File: config.mk
export PLATFORM = sky130hd
export DESIGN_NAME = swka_ctrl
export DESIGN_NICKNAME = d
export VERILOG_FILES = /design/src/hdl/swka_pkg.sv /design/src/hdl/swka_ctrl.sv
export SDC_FILE = /design/constraint.sdc
export NUM_CORES = 1
export LEC_CHECK = 0
export BUFFER_PORTS_ARGS = -buffer_cell sky130_fd_sc_hd__buf_2
export CORE_AREA = 2 2 39 41
export DETAILED_ROUTE_END_ITERATION = 6
export DIE_AREA = 0 0 41 43
export GPL_ROUTABILITY_DRIVEN = 1
export PLACE_DENSITY = 0.56
export SLEW_MARGIN = 20
export SYNTH_ARGS = -nofsm -noshare
export SYNTH_HDL_FRONTEND = slang
export SYNTH_SLANG_ARGS = --single-unit
File: constraint.sdc
create_clock -name clk_i -period 2.3 [get_ports clk_i]
set_input_delay 0.115 -clock clk_i [delete_from_list [all_inputs] [get_ports clk_i]]
set_output_delay 0.115 -clock clk_i [all_outputs]
set_load 0.01 [all_outputs]
File: src/hdl/swka_pkg.sv
package swka_pkg;

  // fixed field widths
  localparam int TIME_W   = 48;
  localparam int GRP_IN_W = 4;
  localparam int MEM_IN_W = 8;
  localparam int AMT_W    = 10;
  localparam int WL_W     = 32;
  localparam int DM_W     = 9;
  localparam int GT_W     = 20;

  // parameter defaults
  localparam int EVENT_DEPTH_DEFAULT = 1024;
  localparam int GROUPS_DEFAULT      = 16;
  localparam int MEMBERS_DEFAULT     = 256;

  localparam logic [WL_W-1:0] WINDOW_RESET = 32'd86400;

  // controller to datapath
  typedef struct packed {
    logic clr;       // clearing pass write
    logic accept;    // latch input beat
    logic add_rd;    // read tables at the item
    logic add_wr;    // add booking, push fifo
    logic fifo_rd;   // read fifo front
    logic tag_rd;    // read tables at the front event
    logic exp_wr;    // retire front event
    logic fin_rd;    // read group entry of the item
    logic out_load;  // load result register
  } cmd_t;

  // datapath to controller
  typedef struct packed {
    logic in_query;
    logic in_ok;
    logic fifo_full;
    logic fifo_empty;
    logic expire;
    logic clr_last;
  } status_t;

endpackage

File: src/hdl/swka_ctrl.sv
module swka_ctrl (
  input  logic              clk_i,
  input  logic              rst_ni,
  input  logic              in_valid_i,
  output logic              in_ready_o,
  output logic              out_valid_o,
  input  logic              out_ready_i,
  input  swka_pkg::status_t st_i,
  output swka_pkg::cmd_t    cmd_o
);
  import swka_pkg::*;

  typedef enum logic [3:0] {
    ST_CLEAR,
    ST_IDLE,
    ST_ADD_RD,
    ST_ADD_WR,
    ST_EXP_CHK,
    ST_EXP_CMP,
    ST_EXP_WR,
    ST_FIN_RD,
    ST_FIN
  } state_e;

  state_e state_q, state_d;
  logic   out_valid_q, out_valid_d;
  logic   in_fire;
  logic   out_free;

  assign in_ready_o  = (state_q == ST_IDLE);
  assign in_fire     = in_valid_i && in_ready_o;
  assign out_free    = !out_valid_q || out_ready_i;
  assign out_valid_o = out_valid_q;

  always_comb begin
    state_d     = state_q;
    cmd_o       = '0;
    out_valid_d = out_valid_q && !out_ready_i;
    case (state_q)
      ST_CLEAR: begin
        cmd_o.clr = 1'b1;
        if (st_i.clr_last) state_d = ST_IDLE;
      end
      ST_IDLE: begin
        if (in_fire) begin
          cmd_o.accept = 1'b1;
          if (st_i.in_query) state_d = ST_FIN_RD;
          else if (st_i.in_ok && !st_i.fifo_full) state_d = ST_ADD_RD;
          else state_d = ST_EXP_CHK;
        end
      end
      ST_ADD_RD: begin
        cmd_o.add_rd = 1'b1;
        state_d      = ST_ADD_WR;
      end
      ST_ADD_WR: begin
        cmd_o.add_wr = 1'b1;
        state_d      = ST_EXP_CHK;
      end
      ST_EXP_CHK: begin
        if (st_i.fifo_empty) begin
          state_d = ST_FIN_RD;
        end else begin
          cmd_o.fifo_rd = 1'b1;
          state_d       = ST_EXP_CMP;
        end
      end
      ST_EXP_CMP: begin
        cmd_o.tag_rd = 1'b1;
        state_d      = st_i.expire ? ST_EXP_WR : ST_FIN_RD;
      end
      ST_EXP_WR: begin
        cmd_o.exp_wr = 1'b1;
        state_d      = ST_EXP_CHK;
      end
      ST_FIN_RD: begin
        cmd_o.fin_rd = 1'b1;
        state_d      = ST_FIN;
      end
      ST_FIN: begin
        if (out_free) begin
          cmd_o.out_load = 1'b1;
          out_valid_d    = 1'b1;
          state_d        = ST_IDLE;
        end
      end
      default: state_d = ST_IDLE;
    endcase
  end

  always_ff @(posedge clk_i or negedge rst_ni) begin
    if (!rst_ni) begin
      state_q     <= ST_CLEAR;
      out_valid_q <= 1'b0;
    end else begin
      state_q     <= state_d;
      out_valid_q <= out_valid_d;
    end
  end

  // a result is only loaded into a free output register
  a_load_free: assert property (@(posedge clk_i) disable iff (!rst_ni)
    cmd_o.out_load |-> out_free)
    else $error("result loaded over a pending beat");

  // nothing is accepted during the clearing pass
  a_no_accept_clear: assert property (@(posedge clk_i) disable iff (!rst_ni)
    (state_q == ST_CLEAR) |-> !in_fire)
    else $error("input accepted while clearing");

  // a new item follows only after the previous result went to the output
  a_accept_after_load: assert property (@(posedge clk_i) disable iff (!rst_ni)
    (in_fire && $past(state_q) == ST_FIN) |-> out_valid_q)
    else $error("accept without prior result load");

endmodule

After elaboration in Yosys (flattened, before gate mapping)
Index checks and enable logic that the tools add are counted.

Equal/unequal tests: 11. Multiplexer cells: 22. Reduce and logical (&&, ||, !) cells: 10.

Operators by type and width (number): 4-bit case mux with 8 select lines (1); 4-bit by 3-bit == test with 1-bit output, second input constant (4); 4-bit two-way mux (4); 1-bit two-way mux (15); 4-bit by 2-bit == test with 1-bit output, second input constant (2); 4-bit by 1-bit == test with 1-bit output, second input constant (1); 4-bit == test, second input constant (1); 4-bit zero test (1); 2-bit inequality test, second input constant (2); 1-bit logical AND (3); 1-bit zero test (3); 3-bit two-way mux (1); 3-bit AND reduction (1); 2-bit two-way mux (1); 2-bit by 1-bit inequality test with 1-bit output, second input constant (1); 2-bit OR reduction (1); 1-bit logical OR (1).

Register bits: 5. Input bits: 10.

Depth between registers and ports, before layout
Depth after elaboration: 6. Mapped depth: 4.

Worst setup path before layout
No wires, ideal clock.

Path type: register -> register. Start: reg state_q[1]. End: reg state_q[2]. Arrival time: 1254 ps. Required time: 2168 ps. Setup slack: 914 ps. Stages on the path, launching flop included: 4. Clock period less this slack: 1386 ps. Cell sequence: dfrtp_1 or4b_2 a21oi_1 a311oi_1.

Word-level cells in the longest chain between the ends: 4.

RTL lines: start, declared (line swka_ctrl.sv:25) `state_e state_q, state_d;`; start signal, assigned (line swka_ctrl.sv:96) `state_q <= state_d;`; 4-bit by 1-bit == test with 1-bit output (line swka_ctrl.sv:30, swka_ctrl.sv:39); 1-bit logical AND (line swka_ctrl.sv:31) `assign in_fire = in_valid_i && in_ready_o;`; 2-bit by 1-bit inequality test with 1-bit output (no source line); 3-bit AND reduction (no source line).

Several ways; a longest one is shown, not always the timed one. A chain may end at the register's enable or synchronous reset.

==> out/metrics.yaml <==
grt_pass1_wl_mm: 1.38
syn_avg_cell_area_um2: 8.37
diodes: 0
finalCritPeriodShare_pct: 76.1
grt_antenna_before_repair: 0
status: "complete, no violations"
io_pins: 21
numCtsBuffers: 3
slew_viol_final: 0
whs_ns: 0.211
setup-violations-final: 0
crit_fanout: 16
place_inst: 80
die_y_um: 43
routed_wl_um: 923
ys_ff_latch: 5
grt_max_degree: 17
clk_path_buf_depth: 2
hold_violations: 0
nets: 80
syn_inst: 48
syn_area_um2: 402
grt_util_all_layers_pct: 12.0
clock_latency_ns: 0.23
cp.required_ns: 2.18
die-area_um2: 1760
crit_type: "reg2out"
crit_path_start_kind: "flip-flop"
die_x_um: 41
hp-class: "in2reg"
utilization_pct: 38.3
placed_area_um2: 494
fill_cells: 150
worst_slack_ns: 0.550
clock.fmax_ghz: 0.571
clock_sinks: 5
cp.arrival_ns: 1.63
relSlewSlack_pct: 64.2
gr-total-overflow: 0
cp-end-kind: "output port"
synthArstFlopShare_pct: 100
dr.pass1.iters: 2
yosysUniqueCellTypes: 26
power_uw: 634
ant_nets: 0
ir_worst_vdd_mv: 0.354
vias: 424
synth_nets: 58
ys_seq_area_share_pct: 31.2
drc: 0
synth_flop_cell: "dfrtp_1"
synthTopCellsByArea: "dfrtp_1, buf_4, a21oi_1"
rsz0062_at_grt: "no"
cts_resized: 0
final_area_um2: 531
netlist_top_cells_count: "dfrtp_1, a21oi_1, nor3_1"
fin_tns_setup_ns: 0
drtIter0Drc: 2
layout-drive-gt1-share_pct: 39.1
cellPowerDensity_nw_per_um2: 1200
worst_slew_pin_slew_ns: 0.530
core-area_um2: 1380
start_util_pct: 29.0
via_per_inst: 4.99
yosysWarnings: 0
dp_slack_ns: 0.692
cap_viol_max_count: 0
hpwl_um: 651
root_buffer: "clkbuf_4"
grt_pass1_vias: 347
stdcell_count: 85
area_growth_pct: 32.1
portBuffers: 20
power_leakage_nw: 0.263
clk_pin_slew_ns: 0.04
synth_top_area_share_pct: 31.2
synth_edf_count: 0
synth_most_common_cell: "dfrtp_1"
cts_tree: "built"
num_rows: 14
cts_htree_levels: 1
synth.largest_area_cell: "dfrtp_1"
fin_skew_ns: 0.00102
gp_congestion: 0.688
wire_per_inst_um: 10.9
fin_crit_ns: 1.75
final timing paths:
path                       slack (ns)                   start                endpoint  cells past startpoint
max reg2reg                      0.69  state_q[1]$_DFFE_PN0P_  state_q[2]$_DFFE_PN0P_                      3
min reg2reg                      0.72   out_valid_o$_DFF_PN0_  state_q[3]$_DFFE_PN0P_                      2
max in group asynchronous        1.94                  rst_ni  state_q[1]$_DFFE_PN0P_                      2
min in group asynchronous        0.23                  rst_ni  state_q[3]$_DFFE_PN0P_                      2
max                              0.55  state_q[1]$_DFFE_PN0P_                cmd_o[0]                      3
min                              0.21             out_ready_i  state_q[3]$_DFFE_PN0P_                      3
critical path, stage by stage, from the launching register on:
cell,delay (ns)
dfrtp_1,0.52
nor4b_1,0.55
nor2b_1,0.19
buf_2,0.13
flip-flops by register name, summed over array words and instances, names as in the netlist:
register	cells
state_q	4
out_valid_o	1
kinds of logic (layout without fill, tap and decap cells):
kind of cell,after synthesis,count (layout),share of synthesized area [%]
buffers and inverters,4,25,6.85
AOI/OAI and AO/OA,11,11,18.1
DFF,5,5,31.2
and+or+nand+nor,28,28,43.9
power breakdown:
part | internal (mW) | switching [mW] | total (mW)
registers | 0.121 | 0.112 | 0.234
clock network | 0.0653 | 0.0318 | 0.0972
logic | 0.164 | 0.139 | 0.304
area by class of cell:
type                       count  area [um^2]  share of cell area [%]
clock buffer                   4         26.3                    4.95
multi-input combinational     39          249                    46.9
sequential                     5          125                    23.6
tap                           16         20.0                    3.77
timing repair buffer          21          110                    20.8
timing repair:
action	in CTS	in global routing
setup buffers	0	0
hold buffers	1	0
endpoints found under the hold margin	5	0
layout by cell type (no fill, tap or decap), types with 2 or more instances in the layout:
cell / n
a21oi_1: 4
nor2_1: 3
nor2b_1: 3
nor4_1: 3
clkbuf_4: 3
buf_2: 20
nand2b_1: 3
or2_2: 2
nor3_1: 4
nand3b_1: 2
dfrtp_1: 5
routing by layer:
metal / vias to the layer above / global-route usage, % / routed length (um)
li1: 221 / - / -
met1: 190 / 14.1 / 430
met2: 11 / 17.2 / 424
met3: 2 / 1.57 / 59
met4: 0 / 12.0 / 9
met5: - / 0 / 0
(Power assumes the default switching activity.)
